**src/sv/http_chunked_body_decoder_top_assert.svh**
```systemverilog
// Assertion macros shared by the decoder files
`ifndef HTTP_CHUNKED_BODY_DECODER_TOP_ASSERT_SVH
`define HTTP_CHUNKED_BODY_DECODER_TOP_ASSERT_SVH

`ifndef NO_ASSERTIONS
`define HCBD_ASSERT(lbl, clk, rst, prop) \
  lbl: assert property (@(posedge clk) disable iff (rst) prop) \
    else $error("hcbd assertion failed");
`define HCBD_ASSERT_ALWAYS(lbl, clk, prop) \
  lbl: assert property (@(posedge clk) prop) \
    else $error("hcbd assertion failed");
`else
`define HCBD_ASSERT(lbl, clk, rst, prop)
`define HCBD_ASSERT_ALWAYS(lbl, clk, prop)
`endif

`endif

```
**src/sv/hcbd_pkg.sv**
```systemverilog
package hcbd_pkg;

  typedef enum logic [2:0] {
    PH_SIZE = 3'd0,
    PH_DATA = 3'd1,
    PH_SKIP = 3'd2,
    PH_DONE = 3'd3,
    PH_ERR  = 3'd4
  } phase_t;

  typedef enum logic [1:0] {
    KIND_DATA = 2'd0,
    KIND_END  = 2'd1,
    KIND_ERR  = 2'd2
  } kind_t;

  localparam logic [7:0] CHAR_CR    = 8'h0D;
  localparam logic [7:0] CHAR_LF    = 8'h0A;
  localparam logic [7:0] CHAR_SPACE = 8'h20;

  localparam logic [1:0] SKIP_BYTES = 2'd2;

  typedef struct packed {
    logic       valid;
    logic [7:0] payload_byte;
    kind_t      kind;
  } result_t;

endpackage

```
**src/sv/hcbd_if.sv**
```systemverilog
interface hcbd_in_if;
  logic       valid;
  logic       ready;
  logic [7:0] in_byte;
  logic       start_of_body;

  modport source (output valid, output in_byte, output start_of_body, input ready);
  modport sink   (input valid, input in_byte, input start_of_body, output ready);
endinterface

interface hcbd_out_if;
  import hcbd_pkg::*;
  logic       valid;
  logic       ready;
  logic [7:0] payload_byte;
  kind_t      kind;

  modport source (output valid, output payload_byte, output kind, input ready);
  modport sink   (input valid, input payload_byte, input kind, output ready);
endinterface

```
**src/sv/http_chunked_body_decoder_top.sv**
```systemverilog
// A result is presented in the cycle after the byte that causes it is accepted.
// Throughput: one byte per clock unless a held result waits; the parser output is combinational.
// The input stays ready while a held result is being taken in the same cycle.
// Reset: synchronous rst returns the parser to expect a size line and empties the output register.
`include "http_chunked_body_decoder_top_assert.svh"

module http_chunked_body_decoder_top #(
  parameter int SIZE_BITS = 32
) (
  input  logic     clk,
  input  logic     rst,
  hcbd_in_if.sink  raw,
  hcbd_out_if.source payload
);
  import hcbd_pkg::*;

  result_t res;
  result_t out_res;
  logic    out_valid;
  logic    in_ready;
  logic    step;

  assign in_ready  = !out_valid || payload.ready;
  assign raw.ready = in_ready;
  assign step      = raw.valid && in_ready;

  hcbd_parser #(
    .SIZE_BITS(SIZE_BITS)
  ) u_parser (
    .clk          (clk),
    .rst          (rst),
    .step         (step),
    .in_byte      (raw.in_byte),
    .start_of_body(raw.start_of_body),
    .res          (res)
  );

  always_ff @(posedge clk) begin
    if (rst) begin
      out_valid <= 1'b0;
    end else if (step && res.valid) begin
      out_valid <= 1'b1;
    end else if (payload.ready) begin
      out_valid <= 1'b0;
    end
  end

  always_ff @(posedge clk) begin
    if (step && res.valid) begin
      out_res <= res;
    end
  end

  assign payload.valid        = out_valid;
  assign payload.payload_byte = out_res.payload_byte;
  assign payload.kind         = out_res.kind;

  `HCBD_ASSERT(a_result_lands, clk, rst, (step && res.valid) |=> out_valid)
  `HCBD_ASSERT(a_ready_when_empty, clk, rst, !out_valid |-> raw.ready)
  `HCBD_ASSERT(a_marker_zero, clk, rst, (out_valid && out_res.kind != KIND_DATA) |-> out_res.payload_byte == 8'd0)
  `HCBD_ASSERT_ALWAYS(a_reset_empties, clk, rst |=> !out_valid)

endmodule

```
**src/sv/hcbd_parser.sv**
```systemverilog
`include "http_chunked_body_decoder_top_assert.svh"

module hcbd_parser #(
  parameter int SIZE_BITS = 32
) (
  input  logic              clk,
  input  logic              rst,
  input  logic              step,
  input  logic [7:0]        in_byte,
  input  logic              start_of_body,
  output hcbd_pkg::result_t res
);
  import hcbd_pkg::*;

  localparam logic [SIZE_BITS-1:0] ONE = {{(SIZE_BITS-1){1'b0}}, 1'b1};

  phase_t               phase, phase_next;
  logic [SIZE_BITS-1:0] size_value, size_value_next;
  logic [SIZE_BITS-1:0] bytes_left, bytes_left_next;
  logic                 digit_seen, digit_seen_next;
  logic                 digits_closed, digits_closed_next;
  logic                 cr_pending, cr_pending_next;
  logic [1:0]           skip_count, skip_count_next;

  phase_t               cur_phase;
  logic [SIZE_BITS-1:0] cur_size;
  logic [SIZE_BITS-1:0] cur_left;
  logic                 cur_seen;
  logic                 cur_closed;
  logic                 cur_cr;
  logic [1:0]           cur_skip;
  logic [1:0]           skip_dec;
  logic                 hex_ok;
  logic [3:0]           hex_val;

  always_comb begin
    hex_ok  = 1'b1;
    hex_val = 4'd0;
    if (in_byte >= 8'h30 && in_byte <= 8'h39) begin
      hex_val = 4'(in_byte - 8'h30);
    end else if (in_byte >= 8'h61 && in_byte <= 8'h66) begin
      hex_val = 4'(in_byte - 8'h57);
    end else if (in_byte >= 8'h41 && in_byte <= 8'h46) begin
      hex_val = 4'(in_byte - 8'h37);
    end else begin
      hex_ok = 1'b0;
    end
  end

  always_comb begin
    cur_phase  = start_of_body ? PH_SIZE : phase;
    cur_size   = start_of_body ? '0 : size_value;
    cur_left   = start_of_body ? '0 : bytes_left;
    cur_seen   = start_of_body ? 1'b0 : digit_seen;
    cur_closed = start_of_body ? 1'b0 : digits_closed;
    cur_cr     = start_of_body ? 1'b0 : cr_pending;
    cur_skip   = start_of_body ? 2'd0 : skip_count;

    phase_next         = cur_phase;
    size_value_next    = cur_size;
    bytes_left_next    = cur_left;
    digit_seen_next    = cur_seen;
    digits_closed_next = cur_closed;
    cr_pending_next    = cur_cr;
    skip_count_next    = cur_skip;
    skip_dec           = (cur_skip != 2'd0) ? cur_skip - 2'd1 : 2'd0;

    res.valid        = 1'b0;
    res.payload_byte = 8'd0;
    res.kind         = KIND_DATA;

    unique case (cur_phase)
      PH_SIZE: begin
        if (cur_cr && in_byte == CHAR_LF) begin
          if (!cur_seen) begin
            phase_next = PH_ERR;
            res.valid  = 1'b1;
            res.kind   = KIND_ERR;
          end else if (cur_size == '0) begin
            phase_next = PH_DONE;
            res.valid  = 1'b1;
            res.kind   = KIND_END;
          end else begin
            bytes_left_next = cur_size;
            phase_next      = PH_DATA;
          end
        end else begin
          cr_pending_next = (in_byte == CHAR_CR);
          if (!cur_closed) begin
            if (hex_ok) begin
              if (cur_size[SIZE_BITS-1 -: 4] != 4'd0) begin
                phase_next = PH_ERR;
                res.valid  = 1'b1;
                res.kind   = KIND_ERR;
              end else begin
                size_value_next = {cur_size[SIZE_BITS-5:0], hex_val};
                digit_seen_next = 1'b1;
              end
            end else if (!(in_byte == CHAR_SPACE && !cur_seen)) begin
              digits_closed_next = 1'b1;
            end
          end
        end
      end
      PH_DATA: begin
        bytes_left_next  = cur_left - ONE;
        res.valid        = 1'b1;
        res.payload_byte = in_byte;
        res.kind         = KIND_DATA;
        if (cur_left == ONE) begin
          phase_next      = PH_SKIP;
          skip_count_next = SKIP_BYTES;
        end
      end
      PH_SKIP: begin
        skip_count_next = skip_dec;
        if (skip_dec == 2'd0) begin
          phase_next         = PH_SIZE;
          size_value_next    = '0;
          digit_seen_next    = 1'b0;
          digits_closed_next = 1'b0;
          cr_pending_next    = 1'b0;
        end
      end
      PH_DONE: begin
      end
      default: begin
        phase_next = PH_ERR;
      end
    endcase
  end

  always_ff @(posedge clk) begin
    if (rst) begin
      phase         <= PH_SIZE;
      size_value    <= '0;
      bytes_left    <= '0;
      digit_seen    <= 1'b0;
      digits_closed <= 1'b0;
      cr_pending    <= 1'b0;
      skip_count    <= 2'd0;
    end else if (step) begin
      phase         <= phase_next;
      size_value    <= size_value_next;
      bytes_left    <= bytes_left_next;
      digit_seen    <= digit_seen_next;
      digits_closed <= digits_closed_next;
      cr_pending    <= cr_pending_next;
      skip_count    <= skip_count_next;
    end
  end

  `HCBD_ASSERT(a_data_left_nonzero, clk, rst, phase == PH_DATA |-> bytes_left != '0)
  `HCBD_ASSERT(a_skip_nonzero, clk, rst, phase == PH_SKIP |-> skip_count != 2'd0)
  `HCBD_ASSERT(a_idle_silent, clk, rst, (step && !start_of_body && (phase == PH_DONE || phase == PH_ERR)) |-> !res.valid)

endmodule

```
**src/flat_wrapper.sv**
```systemverilog
// flat-port wrapper written by rule: the top's interface ports become plain ports
module http_chunked_body_decoder_top_flat import hcbd_pkg::*;
#(
  parameter int SIZE_BITS = 32
)
  (clk, rst, raw_valid, raw_in_byte, raw_start_of_body, raw_ready, payload_valid, payload_payload_byte, payload_kind, payload_ready);
  hcbd_in_if raw_i ();
  hcbd_out_if payload_i ();
  input  logic clk;
  input  logic rst;
  input wire logic [$bits(raw_i.valid)-1:0] raw_valid;
  input wire logic [$bits(raw_i.in_byte)-1:0] raw_in_byte;
  input wire logic [$bits(raw_i.start_of_body)-1:0] raw_start_of_body;
  output wire logic [$bits(raw_i.ready)-1:0] raw_ready;
  output wire logic [$bits(payload_i.valid)-1:0] payload_valid;
  output wire logic [$bits(payload_i.payload_byte)-1:0] payload_payload_byte;
  output wire logic [$bits(payload_i.kind)-1:0] payload_kind;
  input wire logic [$bits(payload_i.ready)-1:0] payload_ready;
  assign raw_i.valid = raw_valid;
  assign raw_i.in_byte = raw_in_byte;
  assign raw_i.start_of_body = raw_start_of_body;
  assign raw_ready = raw_i.ready;
  assign payload_valid = payload_i.valid;
  assign payload_payload_byte = payload_i.payload_byte;
  assign payload_kind = payload_i.kind;
  assign payload_i.ready = payload_ready;
  http_chunked_body_decoder_top #(.SIZE_BITS(SIZE_BITS)) u_core (.clk(clk), .rst(rst), .raw(raw_i), .payload(payload_i));
endmodule
```
**config.mk**
```make
export PLATFORM = sky130hd
export DESIGN_NAME = http_chunked_body_decoder_top_flat
export DESIGN_NICKNAME = d
export VERILOG_FILES = /design/src/sv/hcbd_pkg.sv /design/src/sv/hcbd_if.sv /design/src/sv/http_chunked_body_decoder_top.sv /design/src/sv/hcbd_parser.sv /design/src/flat_wrapper.sv
export VERILOG_INCLUDE_DIRS = /design/src /design/src/sv
export SDC_FILE = /design/constraint.sdc
export NUM_CORES = 1
export LEC_CHECK = 0
export BUFFER_PORTS_ARGS = -buffer_cell sky130_fd_sc_hd__buf_2
export CAP_MARGIN = 20
export CORE_MARGIN = 1.5
export CORE_UTILIZATION = 40
export DETAILED_ROUTE_END_ITERATION = 8
export PLACE_DENSITY = 0.58
export SLEW_MARGIN = 25
export SYNTH_ARGS = -nofsm -noshare
export SYNTH_HDL_FRONTEND = slang
export SYNTH_HIERARCHICAL = 1
export SYNTH_SLANG_ARGS = --single-unit
```
**constraint.sdc**
```tcl
create_clock -name clk -period 5.7 [get_ports clk]
set_input_delay 0.285 -clock clk [delete_from_list [all_inputs] [get_ports clk]]
set_output_delay 0.285 -clock clk [all_outputs]
set_load 0.01 [all_outputs]
```
### After elaboration in Yosys (flattened, before gate mapping)

Index checks and enable logic that the tools add are counted.

| word-level totals | value |
|---|---|
| register bits | 83 |
| latch bits | 0 |
| bits in writable memories | 0 |
| bits in read-only memories | 0 |
| input bits | 13 |
| output and inout bits | 12 |
| word-level logic and storage cells | 109 |
| memories kept | 0 |

| operators by class | value |
|---|---|
| $add $sub $neg | 5 |
| multipliers | 0 |
| div/mod/pow operators | 0 |
| $lt $le $gt $ge | 6 |
| eq/ne operators | 7 |
| shifts and indexed selects | 0 |
| muxes and demuxes | 65 |
| bitwise gates (word level) | 0 |
| reductions and logical operators | 16 |

Operator list:

| operator | number |
|---|---|
| $mux 32 | 10 |
| $pmux 32 s2 | 2 |
| $eq 32x1->1 const B | 1 |
| $logic_not 32->1 | 1 |
| $sub 32x1->32 const B | 1 |
| $mux 1 | 27 |
| $mux 3 | 8 |
| $mux 2 | 9 |
| $eq 8x4->1 const B | 2 |
| $ge 8x7->1 const B | 2 |
| $le 8x7->1 const B | 2 |
| $mux 4 | 3 |
| $pmux 3 s4 | 1 |
| $eq 8x6->1 const B | 1 |
| $ge 8x6->1 const B | 1 |
| $le 8x6->1 const B | 1 |
| $pmux 1 s2 | 4 |
| $sub 4x3->4 const B | 2 |
| $logic_and 1x1->1 | 7 |
| $eq 3x2->1 const B | 2 |
| $pmux 2 s2 | 1 |
| $reduce_bool 2->1 | 2 |
| $reduce_bool 4->1 | 1 |
| $sub 4x1->4 const B | 1 |
| other kinds (6) | 7 |

### Depth between registers and ports, before layout

| logic depth | value |
|---|---|
| depth after elaboration | 11 |
| depth in mapped cells | 11 |
| depth with buffers taken out | 10 |

### Hierarchy

The synthesis kept the hierarchy.

Modules (own cells, without submodules):

| module | times used | cells each | area an instance (µm²) | seq. area each (µm²) |
|---|---|---|---|---|
| hcbd_parser | 1 | 549 | 4428.0 | 1441.4 |
| http_chunked_body_decoder_top | 1 | 16 | 367.9 | 320.3 |

### Worst setup path after synthesis

No wires, ideal clock.

| path | value |
|---|---|
| path type | in2reg |
| start point | input raw_start_of_body |
| end point | register u_core.u_parser.bytes_left[20] |
| library setup time | 0.123 ns |
| arrival time | 2.441 ns |
| data required time | 5.577 ns |
| setup slack | 3.136 ns |
| stages | 11 |
| path buffers | 2 |
| cell sequence | clkbuf_1 > clkbuf_1 > nor2b_1 > inv_1 > ha_1 > nor4b_1 > or2_2 > a31oi_1 > or4b_1 > o221ai_1 > nand3_1 |

| between the ends | value |
|---|---|
| cells in the longest elaborated chain, start to end | 6 |
| elaborated cells on any way between the ends | 14 |
| those cells by class | 1 x add/sub; 1 x eq/ne; 9 x mux; 3 x reduce/logical |

RTL lines:

| what | line | source |
|---|---|---|
| start: declaration | flat_wrapper.sv:13 | `input wire logic [$bits(raw_i.start_of_body)-1:0] raw_start_of_body;` |
| parallel branches: the longest is 5 deep, another holds $sub 32x1->32 | - |  |
| $pmux 32 s2 (*) | hcbd_parser.sv:72 | `unique case (cur_phase)` |
| end signal: assignment | hcbd_parser.sv:145 | `bytes_left <= bytes_left_next;` |
| end: declaration | hcbd_parser.sv:19 | `logic [SIZE_BITS-1:0] bytes_left, bytes_left_next;` |

Every way passes the cells marked *.
A chain may end at the register's enable or synchronous reset.

### Worst setup path after layout

| path | value |
|---|---|
| start point | register u_core.out_valid, in the netlist u_core/payload.valid |
| end point | register u_core.u_parser.bytes_left[17] |

| between the ends | value |
|---|---|
| cells in the longest elaborated chain, start to end | 3 |

RTL lines:

| what | line | source |
|---|---|---|
| start: declaration | http_chunked_body_decoder_top.sv:19 | `logic out_valid;` |
| start signal: assignment | http_chunked_body_decoder_top.sv:40 | `out_valid <= 1'b0;` |
| start signal: assignment | http_chunked_body_decoder_top.sv:42 | `out_valid <= 1'b1;` |
| start signal: assignment | http_chunked_body_decoder_top.sv:44 | `out_valid <= 1'b0;` |
| $logic_not 1->1 | http_chunked_body_decoder_top.sv:23 | `assign in_ready = !out_valid \|\| payload.ready;` |
| $logic_or 1x1->1 | http_chunked_body_decoder_top.sv:23 |  |
| $logic_and 1x1->1 | http_chunked_body_decoder_top.sv:25 | `assign step = raw.valid && in_ready;` |
| via u_core.step | http_chunked_body_decoder_top.sv:21 | `logic step;` |

The timed path passes the listed nets, and every way through them passes these cells.

==> out/qor.yml <==
status:
  run_status: "finished, final reports clean"
route:
  wl_met3_um: 1230
  post_drt_wl_per_cell_um: 21.5
  drt_iter0_markers: 440
  drc: 0
  met1_length_um: 7220
  dr_wl_met2_um: 6660
  top_layer: "met4"
  vias: 4699
  drt_wl_total_um: 15500
  avgViaCountPerCell: 6.52
  antenna_left: 0
  dr.pass1.iters: 7
setup_path:
  end_kind: "flop"
  cp_max_fo: 24
  worstSetupPathType: "flop to flop"
  rrSetupSlack_ns: 2.68
  cp_data_arrival_time_ns: 3.31
  slowest_delay_ns: 0.82
  critical_path.top_delay_family: "simple AND/OR/NAND/NOR gates"
  worstPathRequired_ns: 5.99
  worst_path_most_repeated_cell: "nor2_1"
  critical_path.startpoint_type: "flop"
  slowest_stage: "nor2_1"
  crit_chain: "nand2b_4 -> and2_4 -> or3b_2 -> nor2_1 -> nor2_1 -> a221oi_1 -> a22oi_1 -> nand2_1"
  path_buf_inv: 0
power_and_ir_drop:
  cellLeakagePower_nw: 2.03
  power.density_nw_per_um2: 267
  peakVddDrop_mv: 0.192
yosys:
  synth_top_area_cell: "dfxtp_1"
  yosys-top-cells-area: "dfxtp_1 (30%), edfxtp_1 (6.3%), a22o_1 (4.7%), nor2_1 (4.4%), o21ai_0 (4.0%)"
  ys_warn_count: 6
  yosysSeqAreaShare_pct: 36.7
  yosys.cell_types.count: 79
  synth-seq-cells: 83
  postSynth.asyncResetShare_pct: 0
  synth_nets: 584
  synth_edf_count: 10
  ys_top_cells_by_count: "dfxtp_1 (73), nor2_1 (56), o21ai_0 (38)"
  synthCells: 565
  synthFlopType: "dfxtp_1"
  avgSynthCellArea_um2: 8.49
  yosysMostFrequentCell: "dfxtp_1"
  yosysTopAreaCellShare_pct: 30.5
  netlist_area_um2: 4800
timing:
  slew_headroom_pct: 28.7
  hold_ws_ns: 0.265
  skew_ns: 0.00857
  max_freq_ghz: 0.331
  fin_tns_setup_ns: 0
  rsz0062_at_grt: "no"
  setup_viol: 0
  fin_crit_sh_pct: 53.0
  drv_slew: 0
  tightest_slew_ns: 1.07
  final.min_clock_period_ns: 3.02
  layout_setup_ws_ns: 2.68
  finalHoldViolCount: 0
clock_network:
  htreeDepth: 3
  clk_pin_slew_ns: 0.07
  clkLatencyLatePin_ns: 0.35
  cts_setup_buffers: 0
  cts_resized: 0
  cts_made_buffers: 9
  cts_tree: "yes"
  root_buffer: "clkbuf_16"
  holdBufCountCts: 0
  clock_sinks: 83
  clockBufferDepth: 2
floorplanning:
  row_count: 39
  die_w_um: 112
  die_h_um: 112
  die_area_um2: 12700
  core_area_um2: 11600
  start_util_pct: 41.5
  ioPinCount: 25
placed_design:
  dp.cells: 705
  gp_congestion: 0.956
  portBuffers: 24
  place_ws_ns: 2.63
  hpwl_um: 10800
grt:
  antenna_found_initial: 0
  grt_use_total_pct: 25.0
  grt_first_pass_wirelength_um: 24500
  grt_max_degree: 57
  grt_overflow: 0
  first_global_vias: 4321
worst_hold_path:
  hp-class: "input pin to flop"
flow_run:
  drv_cap: 0
cells_and_area:
  final_layout_size_suffix_gt1_share_pct: 11.8
  n_antenna_cell: 0
  syn_to_final_growth_pct: 11.0
  final_nets: 592
  finalNonFillerCells: 721
==> registers in the layout, summed over array words and instances (netlist names) <==
register                       flops
u_core/payload.payload_byte        8
u_core/u_parser/size_value        32
u_core/payload.kind                2
u_core/u_parser/cr_pending         1
u_core/payload.valid               1
u_core/u_parser/digit_seen         1
u_core/u_parser/digits_closed      1
u_core/u_parser/skip_count         2
u_core/u_parser/phase              3
u_core/u_parser/bytes_left        32
==> cell families (layout without fill, tap and decap cells) <==
kind of cell	after synthesis	in the layout	synth area share [%]
xor gates and xnor gates	12	12	2.19
DFF	83	83	36.7
and+or+nand+nor	217	217	25.3
muxes	15	15	3.16
buffers and inverters	47	60	4.04
AOI/OAI and AO/OA	185	185	27.0
adders and majority gates	6	6	1.57
==> placed cells by master (no fill, tap or decap), types with 6 or more instances in the layout <==
| cell type | n |
|---|---|
| clkbuf_16 | 10 |
| ha_1 | 6 |
| nor2_1 | 56 |
| and2_1 | 10 |
| nor2b_1 | 8 |
| a22o_1 | 26 |
| a31oi_1 | 10 |
| inv_1 | 12 |
| a32oi_1 | 6 |
| buf_2 | 24 |
| or4_1 | 7 |
| dfxtp_1 | 73 |
| edfxtp_1 | 10 |
| mux2i_1 | 14 |
| nand3_1 | 15 |
| o211ai_1 | 8 |
| xnor2_1 | 9 |
| o21ai_0 | 38 |
| nand2_1 | 35 |
| nor4_1 | 16 |
| a21oi_1 | 35 |
| nor3_1 | 25 |
| buf_4 | 7 |
| and3_1 | 8 |
==> path summary, 6_finish.rpt <==
path              depth (start not counted)                        endpoint                            from
setup reg to reg                          8  u_core/u_parser/bytes_left[17]            u_core/payload.valid
hold / removal                            3            u_core/payload.valid                   payload_ready
hold reg to reg                           2  u_core/u_parser/bytes_left[15]  u_core/u_parser/bytes_left[15]
setup / recovery                          8  u_core/u_parser/bytes_left[17]            u_core/payload.valid
==> report_power, final <==
part	total, mW	internal [mW]	switching (mW)	leakage [nW]
Sequential	0.610	0.597	0.0127	0.687
Combinational	0.184	0.0652	0.119	1.18
Clock	0.630	0.378	0.252	0.157
Total	1.42	1.04	0.383	2.03
==> area by class of cell <==
class | instances | area [um^2]
flip-flops and latches | 83 | 1760
inverters | 13 | 48.8
clock inverters | 5 | 57.6
repair buffers | 31 | 173
clock buffers | 11 | 264
fillers | 1074 | 6240
multi-input cells | 435 | 2840
well taps | 143 | 179
==> stage by stage <==
stage | utilization (%) | power (mW) | cell area (um^2)
floorplan | - | 0.751 | 4800
global placement | 43.3 | 0.801 | 5000
detailed placement | 43.3 | 0.801 | 5000
CTS | 46.0 | 1.43 | 5320
global route | 46.0 | 1.48 | 5320
finish | 46.0 | 1.42 | 5320
==> layer usage <==
layer | global-route usage, % | up-vias
met5 | 0 | -
met4 | 9.87 | 0
met3 | 6.21 | 32
met2 | 35.9 | 194
met1 | 36.0 | 2294
li1 | - | 2179
==> tightest hold or removal path: cells and delay by family <==
kind | cells | cell delay, ns
AND/OR/NAND/NOR | 1 | 0.12
AO/OA/AOI/OAI | 1 | 0.08
buffers and inverters | 1 | 0.07
No activity file was read; power rests on OpenSTA's default activity.
